File: src/rtl/core/iude_pkg.sv
`timescale 1ns / 1ps
// ---------------------------------------------------------------------------
// iude_pkg
// Shared types and constants of the interval union delay engine.
// ---------------------------------------------------------------------------
package iude_pkg;

	localparam logic REQ_INTERVAL = 1'b0;
	localparam logic REQ_FLUSH    = 1'b1;

	localparam logic KIND_INTERVAL = 1'b0;
	localparam logic KIND_SUMMARY  = 1'b1;

	localparam logic SIDE_SERVER = 1'b0;
	localparam logic SIDE_CLIENT = 1'b1;

	localparam logic MODE_CLAMP = 1'b0;
	localparam logic MODE_HOST  = 1'b1;

	localparam int QUEUE_DEPTH = 2;

	localparam int S_TDATA_W = 136;
	localparam int M_TDATA_W = 328;

	typedef struct packed {
		logic        flush;
		logic [1:0]  cpu;
		logic        side;
		logic [63:0] start_ns;
		logic [63:0] end_ns;
	} cmd_t;

	typedef struct packed {
		logic        result_kind;
		logic [1:0]  out_cpu;
		logic        out_side;
		logic [63:0] merged_start;
		logic [63:0] merged_end;
		logic [63:0] server_covered;
		logic [63:0] client_covered;
		logic [63:0] local_delay;
		logic        last;
	} res_t;

endpackage

File: src/rtl/core/iude_front.sv
`timescale 1ns / 1ps
// ---------------------------------------------------------------------------
// iude_front
// Input beat stage: drops filtered and out-of-range intervals, registers
// the remaining commands for the queue.
// ---------------------------------------------------------------------------
module iude_front #(
	parameter int NUM_CPUS = 4
) (
	input  logic                           clk,
	input  logic                           arst_n,
	input  logic                           s_tvalid,
	output logic                           s_tready,
	input  logic [iude_pkg::S_TDATA_W-1:0] s_tdata,
	input  logic                           s_tuser,
	output logic                           push_valid,
	input  logic                           push_ready,
	output iude_pkg::cmd_t                 push_cmd
);

	logic           stage_valid_s1;
	iude_pkg::cmd_t cmd_s1;
	logic           accept;
	logic           keep;
	logic           filtered;
	logic [1:0]     cpu;

	assign cpu      = s_tdata[1:0];
	assign filtered = s_tdata[131];
	assign keep     = (s_tuser == iude_pkg::REQ_FLUSH) ||
	                  (!filtered && (32'(cpu) < NUM_CPUS));

	assign s_tready = !stage_valid_s1 || push_ready;
	assign accept   = s_tvalid && s_tready;

	always_ff @(posedge clk or negedge arst_n) begin
		if (!arst_n) begin
			stage_valid_s1 <= 1'b0;
		end else if (accept) begin
			stage_valid_s1 <= keep;
		end else if (push_ready) begin
			stage_valid_s1 <= 1'b0;
		end
	end

	always_ff @(posedge clk) begin
		if (accept && keep) begin
			cmd_s1.flush    <= s_tuser;
			cmd_s1.cpu      <= cpu;
			cmd_s1.side     <= s_tdata[2];
			cmd_s1.start_ns <= s_tdata[66:3];
			cmd_s1.end_ns   <= s_tdata[130:67];
		end
	end

	assign push_valid = stage_valid_s1;
	assign push_cmd   = cmd_s1;

endmodule

File: src/rtl/core/iude_queue.sv
`timescale 1ns / 1ps
// ---------------------------------------------------------------------------
// iude_queue
// Short command queue between the front stage and the back sequencer.
// ---------------------------------------------------------------------------
module iude_queue (
	input  logic           clk,
	input  logic           arst_n,
	input  logic           push_valid,
	output logic           push_ready,
	input  iude_pkg::cmd_t push_cmd,
	output logic           pop_valid,
	input  logic           pop_ready,
	output iude_pkg::cmd_t pop_cmd
);

	localparam int PTR_W = $clog2(iude_pkg::QUEUE_DEPTH);
	localparam int CNT_W = $clog2(iude_pkg::QUEUE_DEPTH + 1);

	iude_pkg::cmd_t entry_q [iude_pkg::QUEUE_DEPTH];
	logic [PTR_W-1:0] wr_ptr_q;
	logic [PTR_W-1:0] rd_ptr_q;
	logic [CNT_W-1:0] count_q;
	logic             do_push;
	logic             do_pop;

	assign push_ready = (count_q != CNT_W'(iude_pkg::QUEUE_DEPTH));
	assign pop_valid  = (count_q != '0);
	assign pop_cmd    = entry_q[rd_ptr_q];
	assign do_push    = push_valid && push_ready;
	assign do_pop     = pop_valid && pop_ready;

	always_ff @(posedge clk or negedge arst_n) begin
		if (!arst_n) begin
			wr_ptr_q <= '0;
			rd_ptr_q <= '0;
			count_q  <= '0;
		end else begin
			if (do_push) begin
				wr_ptr_q <= (wr_ptr_q == PTR_W'(iude_pkg::QUEUE_DEPTH - 1)) ? '0 :
				            wr_ptr_q + 1'b1;
			end
			if (do_pop) begin
				rd_ptr_q <= (rd_ptr_q == PTR_W'(iude_pkg::QUEUE_DEPTH - 1)) ? '0 :
				            rd_ptr_q + 1'b1;
			end
			if (do_push && !do_pop) begin
				count_q <= count_q + 1'b1;
			end else if (do_pop && !do_push) begin
				count_q <= count_q - 1'b1;
			end
		end
	end

	always_ff @(posedge clk) begin
		if (do_push) begin
			entry_q[wr_ptr_q] <= push_cmd;
		end
	end

	property p_count_bound;
		@(posedge clk) disable iff (!arst_n)
		count_q <= CNT_W'(iude_pkg::QUEUE_DEPTH);
	endproperty
	a_count_bound: assert property (p_count_bound) else $error("queue overfilled");

	property p_pop_moves;
		@(posedge clk) disable iff (!arst_n)
		(do_pop && !do_push) |=> (count_q == $past(count_q) - 1'b1);
	endproperty
	a_pop_moves: assert property (p_pop_moves) else $error("queue count slip");

	property p_push_blocked;
		@(posedge clk) disable iff (!arst_n)
		(count_q == CNT_W'(iude_pkg::QUEUE_DEPTH)) |-> !push_ready;
	endproperty
	a_push_blocked: assert property (p_push_blocked) else $error("push into full queue");

endmodule

File: src/rtl/core/iude_back.sv
`timescale 1ns / 1ps
// ---------------------------------------------------------------------------
// iude_back
// Merge sequencer: per-entry open interval store, covered-time totals,
// end-of-batch walk and summary, output register.
// ---------------------------------------------------------------------------
module iude_back #(
	parameter int NUM_CPUS = 4
) (
	input  logic           clk,
	input  logic           arst_n,
	input  logic           cfg_we,
	input  logic           cfg_wdata,
	input  logic           pop_valid,
	output logic           pop_ready,
	input  iude_pkg::cmd_t pop_cmd,
	output logic           out_valid,
	input  logic           out_ready,
	output iude_pkg::res_t out_res
);

	localparam int ENTRIES = 2 * NUM_CPUS;
	localparam int IDX_W   = $clog2(ENTRIES);
	localparam int WALK_W  = IDX_W + 1;

	localparam logic [2:0] ST_IDLE = 3'd0;
	localparam logic [2:0] ST_ICMP = 3'd1;
	localparam logic [2:0] ST_IAPL = 3'd2;
	localparam logic [2:0] ST_FCHK = 3'd3;
	localparam logic [2:0] ST_FEM  = 3'd4;
	localparam logic [2:0] ST_SDIF = 3'd5;
	localparam logic [2:0] ST_SEM  = 3'd6;

	logic [63:0] mem_start [ENTRIES];
	logic [63:0] mem_end   [ENTRIES];

	logic [2:0]         state_q;
	logic               mode_q;
	logic [ENTRIES-1:0] valid_q;
	logic [63:0]        server_q;
	logic [63:0]        client_q;
	logic [IDX_W-1:0]   idx_q;
	logic               side_q;
	logic [63:0]        start_q;
	logic [63:0]        end_q;
	logic [WALK_W-1:0]  walk_q;
	logic [63:0]        rd_start_q;
	logic [63:0]        rd_end_q;
	logic               upd_wr_q;
	logic               upd_emit_q;
	logic [63:0]        span_q;
	logic [63:0]        diff_q;
	logic               zero_q;
	logic               out_valid_q;
	iude_pkg::res_t     res_q;

	logic             out_free;
	logic             rd_en;
	logic [IDX_W-1:0] rd_addr;
	logic             wr_en;
	logic [IDX_W-1:0] pop_idx;
	logic [6:0]       pop_idx_full;
	logic [6:0]       idx_full;
	logic [6:0]       walk_full;
	logic [IDX_W-1:0] walk_idx;
	logic             ent_valid;
	logic             lt_s;
	logic             lt_e;
	logic [63:0]      span_new;
	logic [63:0]      span_ext;
	logic             nx_wr;
	logic             nx_emit;
	logic [63:0]      nx_span;
	logic [63:0]      delay;
	logic             res_load;
	iude_pkg::res_t   res_d;

	assign out_free     = !out_valid_q || out_ready;
	assign pop_ready    = (state_q == ST_IDLE);
	assign pop_idx_full = {4'b0, pop_cmd.cpu, pop_cmd.side};
	assign pop_idx      = pop_idx_full[IDX_W-1:0];
	assign idx_full     = 7'(idx_q);
	assign walk_idx     = walk_q[IDX_W-1:0];
	assign walk_full    = 7'(walk_idx);

	assign rd_en   = (state_q == ST_IDLE && pop_valid && !pop_cmd.flush) ||
	                 (state_q == ST_FCHK && walk_q != WALK_W'(ENTRIES) && valid_q[walk_idx]);
	assign rd_addr = (state_q == ST_IDLE) ? pop_idx : walk_idx;
	assign wr_en   = (state_q == ST_IAPL) && upd_wr_q && (!upd_emit_q || out_free);

	// an extension keeps the open start
	always_ff @(posedge clk) begin
		if (wr_en) begin
			mem_start[idx_q] <= (ent_valid && !upd_emit_q) ? rd_start_q : start_q;
			mem_end[idx_q]   <= end_q;
		end
	end

	always_ff @(posedge clk) begin
		if (rd_en) begin
			rd_start_q <= mem_start[rd_addr];
			rd_end_q   <= mem_end[rd_addr];
		end
	end

	assign ent_valid = valid_q[idx_q];
	assign lt_s      = rd_end_q < start_q;
	assign lt_e      = rd_end_q < end_q;
	assign span_new  = end_q - start_q;
	assign span_ext  = end_q - rd_end_q;

	always_comb begin
		nx_wr   = 1'b0;
		nx_emit = 1'b0;
		nx_span = '0;
		if (!ent_valid) begin
			nx_wr   = 1'b1;
			nx_span = span_new;
		end else if (lt_s) begin
			nx_wr   = 1'b1;
			nx_emit = 1'b1;
			nx_span = span_new;
		end else if (lt_e) begin
			nx_wr   = 1'b1;
			nx_span = span_ext;
		end
	end

	always_comb begin
		if (mode_q == iude_pkg::MODE_CLAMP) begin
			delay = diff_q[63] ? '0 : diff_q;
			if (zero_q) begin
				delay = '1;
			end
		end else begin
			delay = diff_q[63] ? '1 : diff_q;
		end
	end

	always_comb begin
		res_load = 1'b0;
		res_d    = '0;
		case (state_q)
			ST_IAPL: begin
				res_load           = upd_emit_q && out_free;
				res_d.result_kind  = iude_pkg::KIND_INTERVAL;
				res_d.out_cpu      = idx_full[2:1];
				res_d.out_side     = idx_full[0];
				res_d.merged_start = rd_start_q;
				res_d.merged_end   = rd_end_q;
			end
			ST_FEM: begin
				res_load           = out_free;
				res_d.result_kind  = iude_pkg::KIND_INTERVAL;
				res_d.out_cpu      = walk_full[2:1];
				res_d.out_side     = walk_full[0];
				res_d.merged_start = rd_start_q;
				res_d.merged_end   = rd_end_q;
			end
			ST_SEM: begin
				res_load             = out_free;
				res_d.result_kind    = iude_pkg::KIND_SUMMARY;
				res_d.server_covered = server_q;
				res_d.client_covered = client_q;
				res_d.local_delay    = delay;
				res_d.last           = 1'b1;
			end
			default: begin
				res_load = 1'b0;
			end
		endcase
	end

	always_ff @(posedge clk or negedge arst_n) begin
		if (!arst_n) begin
			state_q     <= ST_IDLE;
			mode_q      <= iude_pkg::MODE_CLAMP;
			valid_q     <= '0;
			server_q    <= '0;
			client_q    <= '0;
			walk_q      <= '0;
			out_valid_q <= 1'b0;
		end else begin
			if (cfg_we) begin
				mode_q <= cfg_wdata;
			end
			if (res_load) begin
				out_valid_q <= 1'b1;
			end else if (out_ready) begin
				out_valid_q <= 1'b0;
			end
			case (state_q)
				ST_IDLE: begin
					if (pop_valid) begin
						walk_q  <= '0;
						state_q <= pop_cmd.flush ? ST_FCHK : ST_ICMP;
					end
				end
				ST_ICMP: begin
					state_q <= ST_IAPL;
				end
				ST_IAPL: begin
					if (!upd_emit_q || out_free) begin
						if (upd_wr_q) begin
							valid_q[idx_q] <= 1'b1;
						end
						if (side_q == iude_pkg::SIDE_SERVER) begin
							server_q <= server_q + span_q;
						end else begin
							client_q <= client_q + span_q;
						end
						state_q <= ST_IDLE;
					end
				end
				ST_FCHK: begin
					if (walk_q == WALK_W'(ENTRIES)) begin
						state_q <= ST_SDIF;
					end else if (valid_q[walk_idx]) begin
						state_q <= ST_FEM;
					end else begin
						walk_q <= walk_q + 1'b1;
					end
				end
				ST_FEM: begin
					if (out_free) begin
						walk_q  <= walk_q + 1'b1;
						state_q <= ST_FCHK;
					end
				end
				ST_SDIF: begin
					state_q <= ST_SEM;
				end
				ST_SEM: begin
					if (out_free) begin
						valid_q  <= '0;
						server_q <= '0;
						client_q <= '0;
						state_q  <= ST_IDLE;
					end
				end
				default: begin
					state_q <= ST_IDLE;
				end
			endcase
		end
	end

	always_ff @(posedge clk) begin
		if (state_q == ST_IDLE && pop_valid) begin
			idx_q   <= pop_idx;
			side_q  <= pop_cmd.side;
			start_q <= pop_cmd.start_ns;
			end_q   <= pop_cmd.end_ns;
		end
		if (state_q == ST_ICMP) begin
			upd_wr_q   <= nx_wr;
			upd_emit_q <= nx_emit;
			span_q     <= nx_span;
		end
		if (state_q == ST_SDIF) begin
			diff_q <= server_q - client_q;
			zero_q <= (server_q == '0) && (client_q == '0);
		end
		if (res_load) begin
			res_q <= res_d;
		end
	end

	assign out_valid = out_valid_q;
	assign out_res   = res_q;

	property p_clear_after_summary;
		@(posedge clk) disable iff (!arst_n)
		(state_q == ST_SEM && out_free) |=> (valid_q == '0 && server_q == '0 && client_q == '0);
	endproperty
	a_clear_after_summary: assert property (p_clear_after_summary)
		else $error("state not cleared after summary");

	property p_walk_bound;
		@(posedge clk) disable iff (!arst_n)
		walk_q <= WALK_W'(ENTRIES);
	endproperty
	a_walk_bound: assert property (p_walk_bound) else $error("walk past last entry");

	property p_emit_open_only;
		@(posedge clk) disable iff (!arst_n)
		(state_q == ST_IAPL && upd_emit_q) |-> valid_q[idx_q];
	endproperty
	a_emit_open_only: assert property (p_emit_open_only)
		else $error("closing an entry that is not open");

	property p_flush_emit_open;
		@(posedge clk) disable iff (!arst_n)
		(state_q == ST_FEM) |-> valid_q[walk_idx];
	endproperty
	a_flush_emit_open: assert property (p_flush_emit_open)
		else $error("flush emits an empty entry");

endmodule

File: src/rtl/core/interval_union_delay_engine_unit.sv
`timescale 1ns / 1ps
// ---------------------------------------------------------------------------
// interval_union_delay_engine_unit
// Per-CPU, per-side interval merging with covered-time totals and delay.
// ---------------------------------------------------------------------------
// An interval beat passes through the back sequencer as a store read, a
// compare and an update, using the single read port of the open-interval
// store; the update waits while a closing result cannot be registered.
// Filtered beats and beats for a CPU at or above NUM_CPUS are dropped in the
// front stage. At end of batch the sequencer visits each of the 2*NUM_CPUS
// entries once, reads and emits the open ones, then forms the summary. A
// two-deep command queue lets input beats be taken while the back is busy,
// and the output register lets work go on while a result beat waits.
module interval_union_delay_engine_unit #(
	parameter int NUM_CPUS = 4
) (
	input  logic                           clk,
	input  logic                           arst_n,
	input  logic                           cfg_we,
	input  logic                           cfg_wdata,  // negative_delay_mode
	input  logic                           s_tvalid,
	output logic                           s_tready,
	// cpu[1:0], side[2], start_ns[66:3], end_ns[130:67], filtered_out[131]
	input  logic [iude_pkg::S_TDATA_W-1:0] s_tdata,
	input  logic                           s_tuser,    // req_type
	output logic                           m_tvalid,
	input  logic                           m_tready,
	// out_cpu[1:0], out_side[2], merged_start[66:3], merged_end[130:67],
	// server_covered[194:131], client_covered[258:195], local_delay[322:259]
	output logic [iude_pkg::M_TDATA_W-1:0] m_tdata,
	output logic                           m_tuser,    // result_kind
	output logic                           m_tlast
);

	logic           push_valid;
	logic           push_ready;
	iude_pkg::cmd_t push_cmd;
	logic           pop_valid;
	logic           pop_ready;
	iude_pkg::cmd_t pop_cmd;
	iude_pkg::res_t res;

	iude_front #(
		.NUM_CPUS (NUM_CPUS)
	) u_front (
		.clk        (clk),
		.arst_n     (arst_n),
		.s_tvalid   (s_tvalid),
		.s_tready   (s_tready),
		.s_tdata    (s_tdata),
		.s_tuser    (s_tuser),
		.push_valid (push_valid),
		.push_ready (push_ready),
		.push_cmd   (push_cmd)
	);

	iude_queue u_queue (
		.clk        (clk),
		.arst_n     (arst_n),
		.push_valid (push_valid),
		.push_ready (push_ready),
		.push_cmd   (push_cmd),
		.pop_valid  (pop_valid),
		.pop_ready  (pop_ready),
		.pop_cmd    (pop_cmd)
	);

	iude_back #(
		.NUM_CPUS (NUM_CPUS)
	) u_back (
		.clk       (clk),
		.arst_n    (arst_n),
		.cfg_we    (cfg_we),
		.cfg_wdata (cfg_wdata),
		.pop_valid (pop_valid),
		.pop_ready (pop_ready),
		.pop_cmd   (pop_cmd),
		.out_valid (m_tvalid),
		.out_ready (m_tready),
		.out_res   (res)
	);

	assign m_tdata = {5'b0, res.local_delay, res.client_covered, res.server_covered,
	                  res.merged_end, res.merged_start, res.out_side, res.out_cpu};
	assign m_tuser = res.result_kind;
	assign m_tlast = res.last;

endmodule
File: config.mk
export PLATFORM = sky130hd
export DESIGN_NAME = interval_union_delay_engine_unit
export DESIGN_NICKNAME = d
export VERILOG_FILES = /design/src/rtl/core/iude_pkg.sv /design/src/rtl/core/iude_front.sv /design/src/rtl/core/iude_queue.sv /design/src/rtl/core/iude_back.sv /design/src/rtl/core/interval_union_delay_engine_unit.sv
export SDC_FILE = /design/constraint.sdc
export NUM_CORES = 2
export LEC_CHECK = 0
export BUFFER_PORTS_ARGS = -buffer_cell sky130_fd_sc_hd__buf_4
export CORE_MARGIN = 2
export CORE_UTILIZATION = 45
export DETAILED_ROUTE_END_ITERATION = 12
export GPL_ROUTABILITY_DRIVEN = 0
export PLACE_DENSITY_LB_ADDON = 0.1
export REMOVE_ABC_BUFFERS = 1
export SETUP_SLACK_MARGIN = 0.4
export SLEW_MARGIN = 10
export SYNTH_ARGS = -nofsm -noshare
export SYNTH_HDL_FRONTEND = slang
export SYNTH_SLANG_ARGS = --single-unit
export TNS_END_PERCENT = 5
File: constraint.sdc
create_clock -name clk -period 75.2 [get_ports clk]
set_input_delay 0 -clock clk [delete_from_list [all_inputs] [get_ports clk]]
set_output_delay 0 -clock clk [all_outputs]
set_load 0.05 [all_outputs]
* Word level (Yosys, flattened, before mapping) *
Memories as Yosys holds them, arrays and structs flattened. A register that Yosys moved wholly into a read port is not among the register bits.
Index checks and enable logic that the tools add are counted.
W data, S select, Z words.

cells by class
  bitwise logic cells = 2
  add/sub/neg operators = 10
  reductions and logical operators = 43
  $lt $le $gt $ge = 5
  equal/unequal tests = 19
  muxes and demuxes = 57

operator list
  kind                  count
  $mux W64              12
  $pmux W131 S2         1
  $pmux W64 S2          2
  $sub A64 B64 Y64      3
  $add A64 B64 Y64      2
  $logic_not A64 Y1     2
  $lt A64 B64 Y1        2
  $mux W63              1
  $mux W8               3
  $mux W3               7
  $pmux W3 S7           1
  $mux W1               17
  $mux W4               4
  $pmux W8 S2           1
  $logic_and A1 B1 Y1   15
  $pmux W4 S3           1
  $reduce_and A4 Y1     3
  $ne A2 B1 Y1 const B  5
  $ne A2 B2 Y1 const B  5
  $reduce_and A5 Y1     2
  $reduce_bool A2 Y1    5
  $eq A3 B3 Y1 const B  3
  $lt A3 B4 Y1 const B  2
  $or A8 B8 Y8          1
  20 further kinds      36

storage, ports and cells
  input bits = 143
  memory bits (writable) = 1288
  flip-flop bits (word level) = 870
  memories kept = 3
  logic and storage cells = 173
  output and inout port bits = 332

memories
  memory            words  width  rd ports  clocked after memory_dff  write ports  line              RTL
  u_back.mem_end    8      64     1         1                         1            iude_back.sv:35   logic [63:0] mem_end [ENTRIES];
  u_back.mem_start  8      64     1         1                         1            iude_back.sv:34   logic [63:0] mem_start [ENTRIES];
  u_queue.entry_q   2      132    1         0                         1            iude_queue.sv:20  iude_pkg::cmd_t entry_q [iude_pkg::QUEUE_DEPTH];

* Longest topological paths before layout *
  depth in word-level cells = 8
  depth in mapped cells = 16
  mapped depth without buffers = 15

* By module *
A second synthesis with hierarchy kept.

unflattened totals
  cell total of the unflattened synthesis = 8655
  area total of the unflattened synthesis = 104348.8 µm²

by module, submodules not included
  module                            instances  cells an instance  area an instance (µm²)  sequential area each (µm²)
  iude_back                         1          8082               90267.8                 55818.5
  iude_queue                        1          429                10002.1                 8027.7
  iude_front                        1          138                4037.6                  3988.8
  interval_union_delay_engine_unit  1          6                  41.3                    0.0

* Worst setup path before layout *
OpenSTA, ideal clock, no wires.

  path kind = flip-flop to flip-flop
  start = reg u_back.out_valid_q (netlist: u_back.out_valid)
  end = reg u_back.res_q (netlist bit u_back.out_res[100]), enable pin
  cell stages (with the launch flop) = 3
  library setup time = 1410 ps
  slack = 51159 ps
  required time = 73790 ps
  period minus slack after synthesis = 24041 ps
  path buffers = 0
  arrival = 22631 ps
  cells stage by stage = dfrtp_1 > nor2b_1 > nor3_1

between the ends
  longest elaborated chain between the ends = 4

RTL lines
  what                    line              RTL
  start, declared         iude_back.sv:54   logic out_valid_q;
  start signal, assigned  iude_back.sv:182  out_valid_q <= 1'b0;
  start signal, assigned  iude_back.sv:188  out_valid_q <= 1'b1;
  start signal, assigned  iude_back.sv:190  out_valid_q <= 1'b0;
  $logic_not A1 Y1 *      iude_back.sv:78   assign out_free = !out_valid_q || out_ready;
  $logic_or A1 B1 Y1 *    iude_back.sv:78
  $logic_and A1 B1 Y1     iude_back.sv:145  res_load = upd_emit_q && out_free;
  $pmux W1 S2 *           iude_back.sv:143  case (state_q)
  via u_back.res_load     iude_back.sv:75   logic res_load;
  end signal, assigned    iude_back.sv:265  res_q <= res_d;
  end, declared           iude_back.sv:55   iude_pkg::res_t res_q;

The timed path passes the listed nets; every way through them passes the cells marked *.
A chain may end at the register's enable or synchronous reset.

* Worst setup path after layout *
  start = reg u_back.rd_end_q[51] (read register of u_back.mem_end)
  end = reg u_back.span_q[8] (data pin)

between the ends
  longest elaborated chain between the ends = 4
  elaborated cells on any way between the ends = 5
  those cells by class = order compare (2); mux (3)

RTL lines
  what                   line              RTL
  start, declared        iude_back.sv:48   logic [63:0] rd_end_q;
  $lt A64 B64 Y1         iude_back.sv:108  assign lt_e = rd_end_q < end_q;
  $mux W64               iude_back.sv:123  end else if (lt_e) begin
  $mux W64 *             iude_back.sv:119  end else if (lt_s) begin
  $mux W64 *             iude_back.sv:116  if (!ent_valid) begin
  via u_back.nx_span[8]  iude_back.sv:73   logic [63:0] nx_span;
  end signal, assigned   iude_back.sv:258  span_q <= nx_span;
  end, declared          iude_back.sv:51   logic [63:0] span_q;

Marks and branches as above.

==> out/qor.log <==
INFO  synth          synth.lib_cells_used.distinct=91
INFO  die            die_w=482um
INFO  die            die_h=482um
INFO  synth          synth-edff-count=2,134
INFO  timing         worstMarginPinSlew=1.18ns
INFO  timing         finalSetupViolCount=0
INFO  min_path       timing.hold.worst.start=m_tready
INFO  min_path       hold_path_depth=4
INFO  cts            clkSlewWorstSetupHoldPaths=0.06ns
INFO  synth          synth_most_common_cell=sky130_fd_sc_hd__edfxtp_1
INFO  synth          synthCells=6,930
INFO  synth          yosys_warnings=0
INFO  timing         timing.final.crit_period=5.56ns
INFO  setup_path     endpoint_kind=register
INFO  layout         design.final.nets=8,208
INFO  routing        post_drt_via_cell_ratio=5.63
INFO  die            placement_row_count=175
INFO  timing         max_slew_margin=20.7%
INFO  setup_path     critPathLaunch=u_back.rd_end_q[51]$_DFFE_PP_
INFO  routing        num_vias=61,284
INFO  global_routing grt-ovfl-total=0
INFO  cts            tritoncts_num_sinks=2,284
INFO  setup_path     crit_required=75.85ns
INFO  timing         final_hold_viol_count=0
INFO  layout         final_layout_size_suffix_gt1_share=18.7%
INFO  placement      detailed_place_hpwl=176,000um
INFO  global_routing grt_max_degree=127
INFO  die            floorplan.initialDensity=45.2%
INFO  routing        drc=0
INFO  setup_path     reg2reg_from=u_back.rd_end_q[51]$_DFFE_PP_
INFO  layout         fillers=18,699
INFO  min_path       worstHoldEndpoint=u_back.out_valid$_DFFE_PN0P_
INFO  layout         area_delta_synth_final=17.0%
INFO  timing         final.setup.tns=0ns
INFO  routing        detailedRoute.firstIterationViolations=5,054
INFO  cts            post_cts_resized=0
INFO  setup_path     rr_endpoint=u_back.span_q[8]$_DFFE_PN_
INFO  cts            insertion_delay=0.89ns
INFO  synth          ys_seq_area_share=66.0%
INFO  setup_path     timing.critical_path.arrival=6.21ns
INFO  layout         layout.cell_area.non_filler=120,000squm
INFO  power          peakVddDrop=0.0000355V
INFO  placement      io_buffers=465
INFO  min_path       timing.hold.worst.class=in2reg
INFO  synth          synth_common_cells=2,134 x sky130_fd_sc_hd__edfxtp_1, 382 x sky130_fd_sc_hd__ha_1, 357 x sky130_fd_sc_hd__o21ai_0
INFO  setup_path     flop2flop_setup_slack=69.64ns
INFO  flow_run       cap_violations=0
INFO  power          leakagePower=44.5nW
INFO  cts            cts_root_buf=sky130_fd_sc_hd__clkbuf_16
INFO  cts            cts.path.max_buffers=3
INFO  synth          async_reset_ff_share=6.57%
INFO  cts            tritoncts.num_buffers=229
INFO  power          power_density=49.6nW/um^2
INFO  global_routing antenna_found_initial=7
INFO  synth          top_flip_flop_cell_by_instance_count_after_synthesis=sky130_fd_sc_hd__edfxtp_1
INFO  cts            cts-htree-levels=4
INFO  global_routing grt_resource_usage_total=22.4%
INFO  synth          post_synth.cell_area_avg=14.8squm
INFO  setup_path     path_max_fanout=71
INFO  timing         finClkSkew=0.0585ns
INFO  cts            cts_setup_buffers=0
INFO  setup_path     criticalPathCategory=reg2reg
INFO  timing         worst_hold_slack=0.180ns
INFO  die            core-area=227,000squm
INFO  routing        post_dr_wirelength_cell=24.1um
INFO  timing         setup_repair_after_global_routing_missed_its_margin=no
INFO  cts            cts_tree=built
INFO  routing        route.antenna.remaining_nets=0
INFO  synth          yosys.area.top_type_share=62.4%
INFO  global_routing grt_pass1_vias=60,867
INFO  placement      cell_area_after_placement=110,000squm
INFO  synth          ys_top_cells_by_area=sky130_fd_sc_hd__edfxtp_1 62%, sky130_fd_sc_hd__mux4_2 5.7%, sky130_fd_sc_hd__ha_1 4.7%, sky130_fd_sc_hd__dfrtp_1 3.7%, sky130_fd_sc_hd__mux2_2 2.9%
INFO  layout         multiInputGateArea=32,900squm
INFO  setup_path     worst-r2r-cell-count=13
INFO  timing         layout_worst_path_cycle_share=7.39%
INFO  timing         max_freq=180MHz
INFO  synth          mappedNetlistArea=103,000squm
INFO  synth          synth_seq_cells=2,284
INFO  power          overall_power=5.96mW
INFO  layout         layout.area.seq=67,800squm
INFO  routing        detail_route.first_pass.iterations=5
INFO  die            io_pins=475
INFO  status         outcome=finished clean
INFO  die            die_area=232,000squm
INFO  routing        postRouteWirelength=263,000um
INFO  global_routing grt_first_pass_wirelength=390,000um
INFO  setup_path     critPathLaunchType=register
INFO  synth          yosys.area.top_type=sky130_fd_sc_hd__edfxtp_1
INFO  cts            holdBufCountCts=276
INFO  timing         final_max_slew_viol_count=0
## cells in the final DEF (no fill, tap or decap), types with 63 or more instances in the layout
master / instances
sky130_fd_sc_hd__a21o_1: 274
sky130_fd_sc_hd__a21oi_1: 339
sky130_fd_sc_hd__and2_1: 219
sky130_fd_sc_hd__buf_4: 532
sky130_fd_sc_hd__clkbuf_16: 230
sky130_fd_sc_hd__dfrtp_1: 149
sky130_fd_sc_hd__dlygate4sd3_1: 275
sky130_fd_sc_hd__edfxtp_1: 2134
sky130_fd_sc_hd__ha_1: 382
sky130_fd_sc_hd__inv_1: 284
sky130_fd_sc_hd__mux2_2: 263
sky130_fd_sc_hd__mux4_2: 260
sky130_fd_sc_hd__nand2_1: 305
sky130_fd_sc_hd__nand3_1: 207
sky130_fd_sc_hd__nand4_1: 97
sky130_fd_sc_hd__nor2_1: 248
sky130_fd_sc_hd__o21ai_0: 357
sky130_fd_sc_hd__o22ai_1: 63
sky130_fd_sc_hd__xnor2_1: 163
sky130_fd_sc_hd__xor2_1: 126
## final cells by class
class | count | share of cell area (%)
multi-input cells | 4060 | 27.3
repair buffers | 818 | 5.79
inverters | 285 | 0.894
diodes | 6 | 0.0125
well taps | 3009 | 3.13
clock inverters | 155 | 1.44
flip-flops and latches | 2284 | 56.5
clock buffers | 271 | 4.93
## per-layer routing
metal	GRT usage [%]	routed length (um)	vias up	share of wire, %
met2	34.5	118000	1840	45
met5	0	0	-	0
li1	-	-	28318	-
met3	2.65	13600	312	5.2
met1	33.4	124000	30814	47
met4	6.54	7230	0	2.8
## how the worst max path moves through the flow
| stage | endpoint |
|---|---|
| global placement | u_back.rd_start_q[21]$_DFFE_PP_ |
| global route | u_back.rd_start_q[16]$_DFFE_PP_ |
| finish | u_back.span_q[8]$_DFFE_PN_ |
| floorplan | u_back.rd_end_q[0]$_DFFE_PP_ |
| CTS | u_back.rd_start_q[16]$_DFFE_PP_ |
| detailed placement | u_back.rd_start_q[25]$_DFFE_PP_ |
## report_power, final
| part | internal, mW | total [mW] | leakage, nW | switching [mW] |
|---|---|---|---|---|
| clock network | 0.663 | 1.15 | 3.71 | 0.489 |
| logic | 1.02 | 2.67 | 19.2 | 1.66 |
| registers | 1.91 | 2.14 | 21.5 | 0.234 |
| total | 3.59 | 5.96 | 44.5 | 2.38 |
## registers in the layout (all words and copies together), names as in the netlist, 2 cells and up
signal,count
u_back.mem_end,512
u_back.rd_start_q,64
u_back.start_q,64
u_back.server_q,64
u_queue.count_q,2
u_back.valid_q,8
u_back.out_res,324
u_back.diff_q,64
u_back.state_q,3
u_back.span_q,64
u_back.walk_q,4
u_back.idx_q,3
u_back.rd_end_q,64
u_back.mem_start,512
u_queue.entry_q,264
u_back.end_q,64
u_front.push_cmd,132
u_back.client_q,64
## critical path, cell delays in order, from the launching register on
cell	delay (ns)
sky130_fd_sc_hd__edfxtp_1	0.52
sky130_fd_sc_hd__ha_1	0.36
sky130_fd_sc_hd__nand4_1	0.08
sky130_fd_sc_hd__or2_1	0.27
sky130_fd_sc_hd__nor3_1	0.38
sky130_fd_sc_hd__nand2_1	0.19
sky130_fd_sc_hd__or4_1	0.59
sky130_fd_sc_hd__a21oi_1	0.84
sky130_fd_sc_hd__o31a_1	0.39
sky130_fd_sc_hd__nor2b_4	0.19
sky130_fd_sc_hd__buf_4	0.58
sky130_fd_sc_hd__nand2_2	0.06
sky130_fd_sc_hd__buf_4	0.35
sky130_fd_sc_hd__o32ai_1	0.40
## stage by stage
step	setup slack [ns]	util (%)	std cells
floorplan	46.70	-	6629
global placement	69.51	48.3	10180
detailed placement	69.50	48.3	10180
CTS	69.48	52.9	10882
global route	69.10	52.9	10883
finish	69.64	52.9	10888
## kinds of logic after synthesis
| kind of cell | after synthesis | synth area share [%] |
|---|---|---|
| DFF | 2284 | 66.0 |
| AOI/OAI and AO/OA | 1458 | 9.04 |
| and+or+nand+nor | 1390 | 6.85 |
| buffers and inverters | 590 | 2.18 |
| muxes | 531 | 8.66 |
| adders and majority gates | 387 | 4.75 |
| xor gates and xnor gates | 289 | 2.46 |
| other | 1 | 0.00365 |
No activity file was read; power rests on OpenSTA's default activity.
